<file path="src/sv/kss_pkg.sv">
`timescale 1ns / 1ps
package kss_pkg;

	localparam int DATA_W = 32;
	localparam int CFG_W  = 4;

	typedef enum logic [1:0] {
		CELL_HOLD,
		CELL_INSERT,
		CELL_INSERT_POP,
		CELL_POP
	} cell_op_t;

	typedef enum logic {
		ST_RUN,
		ST_DRAIN
	} state_t;

	typedef struct packed {
		cell_op_t                  op;
		logic signed [DATA_W-1:0]  value;
	} kss_ctl_t;

endpackage

</file>
<file path="src/sv/k_sorted_stream_sorter.sv">
`timescale 1ns / 1ps
// Sorts a stream in which every value lies at most window_k places from its
// sorted place, ascending by signed value. The values are held in a row of
// MAX_WINDOW+1 cells kept in order; each input transfer inserts its value,
// and once window_k+1 values are held the smallest leaves in that same
// cycle, so the block takes one item per clock while the output is taken.
// After the transfer marked end_of_stream the input stalls while the cells
// drain, one held value per cycle, the final one flagged by last. The output
// register sets the pace on the output side: while it is stalled the input
// is stalled too. window_k above MAX_WINDOW acts as MAX_WINDOW; the user
// must change it only between streams, which the block does not enforce.
module k_sorted_stream_sorter import kss_pkg::*; #(
	parameter int MAX_WINDOW = 15
) (
	input  logic                      clk,
	input  logic                      arst_n,
	input  logic                      cfg_valid,
	output logic                      cfg_ready,
	input  logic [CFG_W-1:0]          cfg_data,
	input  logic                      in_valid,
	output logic                      in_stall,
	input  logic signed [DATA_W-1:0]  value,
	input  logic                      end_of_stream,
	output logic                      out_valid,
	input  logic                      out_stall,
	output logic signed [DATA_W-1:0]  sorted_value,
	output logic                      last
);

	localparam int DEPTH = MAX_WINDOW + 1;
	localparam int CW    = $clog2(DEPTH + 1);

	logic [CFG_W-1:0]          window_k_q;
	logic [CW-1:0]             count_q;
	logic [CW-1:0]             count_d;
	logic [CW-1:0]             k_eff;
	state_t                    state_q;
	state_t                    state_d;
	logic                      out_valid_q;
	logic signed [DATA_W-1:0]  out_value_q;
	logic                      out_last_q;
	logic                      out_free;
	logic                      accept;
	logic                      need_pop;
	logic                      drain_pop;
	logic                      load_out;
	logic signed [DATA_W-1:0]  load_value;
	logic                      load_last;
	kss_ctl_t                  ctl;

	logic signed [DATA_W-1:0]  cell_value [DEPTH];
	logic                      cell_lt    [DEPTH];
	logic                      cell_valid [DEPTH];

	assign cfg_ready = 1'b1;

	always_ff @(posedge clk or negedge arst_n) begin
		if (!arst_n) begin
			window_k_q <= '0;
		end else if (cfg_valid && cfg_ready) begin
			window_k_q <= cfg_data;
		end
	end

	assign k_eff = (32'(window_k_q) > MAX_WINDOW) ? CW'(MAX_WINDOW) : CW'(window_k_q);

	assign out_free  = !out_valid_q || !out_stall;
	assign in_stall  = (state_q == ST_DRAIN) || !out_free;
	assign accept    = in_valid && !in_stall;
	// After insertion the count is count_q+1; a value leaves when that reaches k+1.
	assign need_pop  = count_q >= k_eff;
	assign drain_pop = (state_q == ST_DRAIN) && out_free;

	// Next state.
	always_comb begin
		state_d = state_q;
		case (state_q)
			ST_RUN: begin
				if (accept && end_of_stream && (count_d != '0)) begin
					state_d = ST_DRAIN;
				end
			end
			ST_DRAIN: begin
				if (drain_pop && (count_q == CW'(1))) begin
					state_d = ST_RUN;
				end
			end
			default: state_d = ST_RUN;
		endcase
	end

	// Cell control, count update and output load.
	always_comb begin
		ctl.op     = CELL_HOLD;
		ctl.value  = value;
		count_d    = count_q;
		load_out   = 1'b0;
		load_value = cell_value[0];
		load_last  = 1'b0;
		if (accept) begin
			if (need_pop) begin
				ctl.op     = CELL_INSERT_POP;
				load_out   = 1'b1;
				load_value = cell_lt[0] ? value : cell_value[0];
				load_last  = end_of_stream && (count_q == '0);
			end else begin
				ctl.op  = CELL_INSERT;
				count_d = count_q + CW'(1);
			end
		end else if (drain_pop) begin
			ctl.op     = CELL_POP;
			count_d    = count_q - CW'(1);
			load_out   = 1'b1;
			load_last  = count_q == CW'(1);
		end
	end

	always_ff @(posedge clk or negedge arst_n) begin
		if (!arst_n) begin
			state_q     <= ST_RUN;
			count_q     <= '0;
			out_valid_q <= 1'b0;
		end else begin
			state_q <= state_d;
			count_q <= count_d;
			if (load_out) begin
				out_valid_q <= 1'b1;
			end else if (!out_stall) begin
				out_valid_q <= 1'b0;
			end
		end
	end

	always_ff @(posedge clk) begin
		if (load_out) begin
			out_value_q <= load_value;
			out_last_q  <= load_last;
		end
	end

	assign out_valid    = out_valid_q;
	assign sorted_value = out_value_q;
	assign last         = out_last_q;

	for (genvar i = 0; i < DEPTH; i++) begin : g_cell
		assign cell_valid[i] = CW'(i) < count_q;

		if (i == 0) begin : g_head
			if (DEPTH == 1) begin : g_only
				kss_cell u_cell (
					.clk        (clk),
					.ctl        (ctl),
					.valid      (cell_valid[i]),
					.prev_value (value),
					.prev_lt    (1'b0),
					.next_value (cell_value[i]),
					.next_lt    (1'b1),
					.value_out  (cell_value[i]),
					.lt         (cell_lt[i])
				);
			end else begin : g_first
				kss_cell u_cell (
					.clk        (clk),
					.ctl        (ctl),
					.valid      (cell_valid[i]),
					.prev_value (value),
					.prev_lt    (1'b0),
					.next_value (cell_value[i+1]),
					.next_lt    (cell_lt[i+1]),
					.value_out  (cell_value[i]),
					.lt         (cell_lt[i])
				);
			end
		end else if (i == DEPTH - 1) begin : g_tail
			kss_cell u_cell (
				.clk        (clk),
				.ctl        (ctl),
				.valid      (cell_valid[i]),
				.prev_value (cell_value[i-1]),
				.prev_lt    (cell_lt[i-1]),
				.next_value (cell_value[i]),
				.next_lt    (1'b1),
				.value_out  (cell_value[i]),
				.lt         (cell_lt[i])
			);
		end else begin : g_mid
			kss_cell u_cell (
				.clk        (clk),
				.ctl        (ctl),
				.valid      (cell_valid[i]),
				.prev_value (cell_value[i-1]),
				.prev_lt    (cell_lt[i-1]),
				.next_value (cell_value[i+1]),
				.next_lt    (cell_lt[i+1]),
				.value_out  (cell_value[i]),
				.lt         (cell_lt[i])
			);
		end
	end

endmodule

</file>
<file path="src/sv/kss_cell.sv">
`timescale 1ns / 1ps
module kss_cell import kss_pkg::*; (
	input  logic                      clk,
	input  kss_ctl_t                  ctl,
	input  logic                      valid,
	input  logic signed [DATA_W-1:0]  prev_value,
	input  logic                      prev_lt,
	input  logic signed [DATA_W-1:0]  next_value,
	input  logic                      next_lt,
	output logic signed [DATA_W-1:0]  value_out,
	output logic                      lt
);

	logic signed [DATA_W-1:0] value_q;
	logic signed [DATA_W-1:0] ins_here;
	logic signed [DATA_W-1:0] ins_next;
	logic signed [DATA_W-1:0] value_d;

	// An empty cell counts as larger than any incoming value, so the new
	// value lands in the first slot whose occupant exceeds it.
	assign lt = !valid || (ctl.value < value_q);

	// Contents of this slot and of the next slot once the new value is placed.
	assign ins_here = lt ? (prev_lt ? prev_value : ctl.value) : value_q;
	assign ins_next = next_lt ? (lt ? value_q : ctl.value) : next_value;

	always_comb begin
		case (ctl.op)
			CELL_INSERT:     value_d = ins_here;
			CELL_INSERT_POP: value_d = ins_next;
			CELL_POP:        value_d = next_value;
			default:         value_d = value_q;
		endcase
	end

	always_ff @(posedge clk) begin
		value_q <= value_d;
	end

	assign value_out = value_q;

endmodule

</file>
<file path="config.mk">
export PLATFORM = sky130hd
export DESIGN_NAME = k_sorted_stream_sorter
export DESIGN_NICKNAME = d
export VERILOG_FILES = /design/src/sv/kss_pkg.sv /design/src/sv/k_sorted_stream_sorter.sv /design/src/sv/kss_cell.sv
export SDC_FILE = /design/constraint.sdc
export NUM_CORES = 2
export LEC_CHECK = 0
export BUFFER_PORTS_ARGS = -buffer_cell sky130_fd_sc_hd__buf_2
export CAP_MARGIN = 20
export CORE_ASPECT_RATIO = 1.4
export CORE_MARGIN = 4
export CORE_UTILIZATION = 43
export DETAILED_ROUTE_END_ITERATION = 10
export PLACE_DENSITY = 0.57
export SYNTH_ARGS = -nofsm -noshare
export SYNTH_HDL_FRONTEND = slang
export SYNTH_SLANG_ARGS = --single-unit
</file>
<file path="constraint.sdc">
create_clock -name clk -period 31.6 [get_ports clk]
set_clock_uncertainty 0.2 [all_clocks]
set_input_delay 1.58 -clock clk [delete_from_list [all_inputs] [get_ports clk]]
set_output_delay 1.58 -clock clk [all_outputs]
set_load 0.005 [all_outputs]
</file>
==> results.txt <==
----------------------------------------------------
[Critical path]
  Crit end category ... register
  Slowest stage cell on the critical path ... buf_4
  Required time at the endpoint of the critical path ... 31.67 ns
  CP Cell Sequence ... buf_2 -> a21oi_1 -> nand2_1 -> nand2_4 -> buf_12 -> buf_12 -> buf_4 -> buf_4
  Crit Path Class ... primary input to register
  Highest fanout seen on the critical path ... roughly 150
  Type of origin of the critical path ... primary input
  Crit-path max cell delay ... 0.88 ns
  Arrival time at the worst endpoint ... ~6.4 ns

[Global routing]
  Maximum number of pins on one net before global-route repair ... approximately 150
  Number of antenna violations at the first check in global routing ... 1
  Remaining global-route overflow ... 0
  Total routing usage reported by global routing ... 0.2331
  Number of global-route vias before repair ... 36780
  Global-route wire length before repair ... 205.3 mm

[Clock network]
  Post-cts hold buffer count ... 0
  CTS buffer count ... 67
  Clock Latency Late Sink ... between 0.6 and 0.7 ns
  Root buffer cell ... clkbuf_16
  Post-CTS setup-driven buffer insertion count ... 0
  CTS Sinks ... 556
  Deepest clock path buffer count ... 3
  TritonCTS clock tree ... done
  Cts repair resizes ... 0
  Max H-tree Level ... 3
  CTS clock-pin slew for the worst setup and hold paths ... 0.06 ns

[Die]
  Core area ... 0.1026 mm²
  FP Rows ... 139
  Die width ... 279.6 µm
  DIE HEIGHT ... 388.3 µm
  Number of primary I/O pins ... just under 80
  Starting Density ... 0.4328
  Area enclosed by the die boundary ... around 0.11 mm²

[Final layout]
  Final design instance area without fill ... 0.04856 mm²
  Final-layout fill cell count ... 9849
  Most common cell after layout, fill and taps aside ... inv_1
  Proportion of layout cells with a drive suffix above 1 ... 0.07116
  Synthesis-to-layout area growth ... 9.341%
  Fin nets ... 5248
  Number of antenna diodes ... 0
  Highest-count cells in the layout ignoring fill and taps ... 549 x inv_1, 545 x edfxtp_1, 504 x ha_1

[Detailed routing]
  Routed wire length on met2 ... 69.39 mm
  Via count normalized by instance count ... approximately 6.1
  Met1 routed wirelength after detailed routing ... approximately 53 mm
  Total Wirelength ... 131.2 mm
  Top layer in use ... met5
  Total met3 wirelength after detailed routing ... roughly 4.8 mm
  Number of antenna-violating nets in the routed design ... 0
  Number of DRC violations after detailed-routing iteration 0 ... approximately 3100
  Total via count after detailed routing ... about 37000
  DR pass1 iterations ... 9
  DRC violation count after routing ... 0
  WL per Instance ... 21.55 µm

[Timing]
  Setup repair after global routing missed its margin ... no
  Max-slew violation total from the final report ... 0
  Final-layout setup total negative slack ... 0 ns
  Post-layout minimum cycle time ... 6.307 ns
  Highest clock frequency the design can meet ... 158.6 MHz
  Slew of the pin with the lowest slew margin ... 1.122 ns
  Setup-violating endpoint count in the final report ... 0
  Final worst-path cycle share ... 0.1996
  Final-report hold violation count ... 0
  Max-Slew Margin vs Limit ... 0.2452

[Synth]
  Number of warnings printed during yosys synthesis ... 0
  Number of enable-type register cells in the synthesized netlist ... 545
  Netlist cell types ... 68
  Asr flop ratio synth ... 0.01978
  Post-Synthesis Cell Area ... 0.04442 mm²
  Total nets after synthesis ... ~5300
  Avg Synthesized Cell Area ... 9.331 µm²
  Register bit total from synthesis ... 556
  Sequential fraction of the synthesis area ... 0.3747
  Cell count after synthesis ... 4760
  Most used flip-flop cell after synthesis ... edfxtp_1
  Leading area contributor after synthesis ... edfxtp_1
  Synth area leaders ... edfxtp_1 37%, ha_1 14%, inv_1 4.6%
  Area share of the largest cell type after synthesis ... 0.3685

[Job]
  Max-cap check violation count ... 0

[Placement]
  Routability-driven placement congestion ratio ... 0.8341
  Hpwl dp ... 97.19 mm
  Area post-placement ... 0.04644 mm²
  Port Buffers ... 76

[Pwr]
  IR Drop Worst-Case VDD ... 80.30 µV
  Reported leakage power ... 21.15 nW
  PD cells ... 132.6 mW/mm²

[Outcome]
  Status ... finished clean

[Worst hold path]
  Min-delay worst type ... register to register

----------------------------------------------------
==> cell type report <==
| cell class | count | area [µm²] | area share |
|---|---|---|---|
| inverters | 550 | 2064 | 0.04251 |
| multi-input cells | 3340 | 24830 | 0.5112 |
| flip-flops and latches | 556 | 16640 | 0.3427 |
| clock inverters | 26 | 195.2 | 0.004019 |
| clock buffers | 91 | 1904 | 0.03921 |
| repair buffers | 187 | 1259 | 0.02592 |
| well taps | 1339 | 1675 | 0.03450 |
==> critical path: cells and delay by family <==
kind | cells | cell delay, ns
buf+inv | 5 | 3.13
simple gates | 2 | 0.90
compound gates | 1 | 0.24
==> metal layers <==
layer	global-route usage	vias up
met5	0	-
met4	0.08694	2
met3	0.02199	202
met2	0.4403	817
met1	0.2711	17967
li1	-	18056
==> registers in the layout, indices dropped and copies added, names as in the netlist <==
name and cells:
count_q 5, g_cell.g_head.g_first.u_cell.value_out 32, g_cell.g_mid.u_cell.value_out 448, g_cell.g_tail.u_cell.value_out 32, last 1, out_valid 1, sorted_value 32, state_q 1
window_k_q 4
==> path summary, 6_finish.rpt <==
check,startpoint,to,slack [ns],cells past startpoint
setup / recovery,out_stall,g_cell[1].g_mid.u_cell.value_out[3],25.29,8
hold / removal,window_k_q[0],window_k_q[0],0.32,1
setup reg to reg,state_q,g_cell[1].g_mid.u_cell.value_out[3],25.93,7
hold reg to reg,window_k_q[0],window_k_q[0],0.32,1
max in group asynchronous,arst_n,out_valid,30.38,1
min in group asynchronous,arst_n,count_q[0],0.61,1
==> cell usage after synthesis, types with 12 or more instances <==
cell	instances
edfxtp_1	545
nor3_1	30
a211oi_1	19
a21oi_1	351
ha_1	504
nand4_1	57
o2bb2ai_1	32
mux2i_1	198
a21o_1	104
nor2_1	266
nor4_1	13
nand2b_1	21
buf_1	19
clkbuf_1	268
o21ai_0	318
nor2b_1	13
o221ai_1	34
a221o_1	101
buf_2	26
a211o_1	100
inv_1	549
and4_1	17
a221oi_1	12
o211ai_1	168
a22o_1	132
a22oi_1	99
a222oi_1	128
nand2_1	433
o22ai_1	38
nand3_1	23
==> cells by family (layout without fill, tap and decap cells) <==
family,count (synthesis),count (layout),share of synthesized area
mux,204,204,0.04614
buf+inv,864,854,0.07384
simple gates,915,915,0.08955
xor+xnor,4,4,0.0007887
other cells,1,1,0.00008443
flops,556,556,0.3747
compound gates,1712,1712,0.2729
fa+ha+maj,504,504,0.1420
==> stage by stage <==
step	util	hold WS (ns)	worst slack, ns	total power (W)	instances
global placement	0.4524	0.3051	24.21	0.005562	5969
detailed placement	0.4526	0.3147	24.68	0.005675	5971
finish	0.4733	0.3244	25.29	0.006442	6089
global route	0.4733	0.3632	24.93	0.006987	6089
floorplan	-	0.2874	18.12	0.004764	4760
CTS	0.4730	0.3279	25.38	0.006469	6088
==> power breakdown <==
group	internal [W]	total, W	switching [W]
registers	0.00155	0.00192	0.000371
logic	0.00149	0.00374	0.00225
clock network	0.000445	0.000777	0.000332
Note: power is estimated with default switching activity, not from simulation.
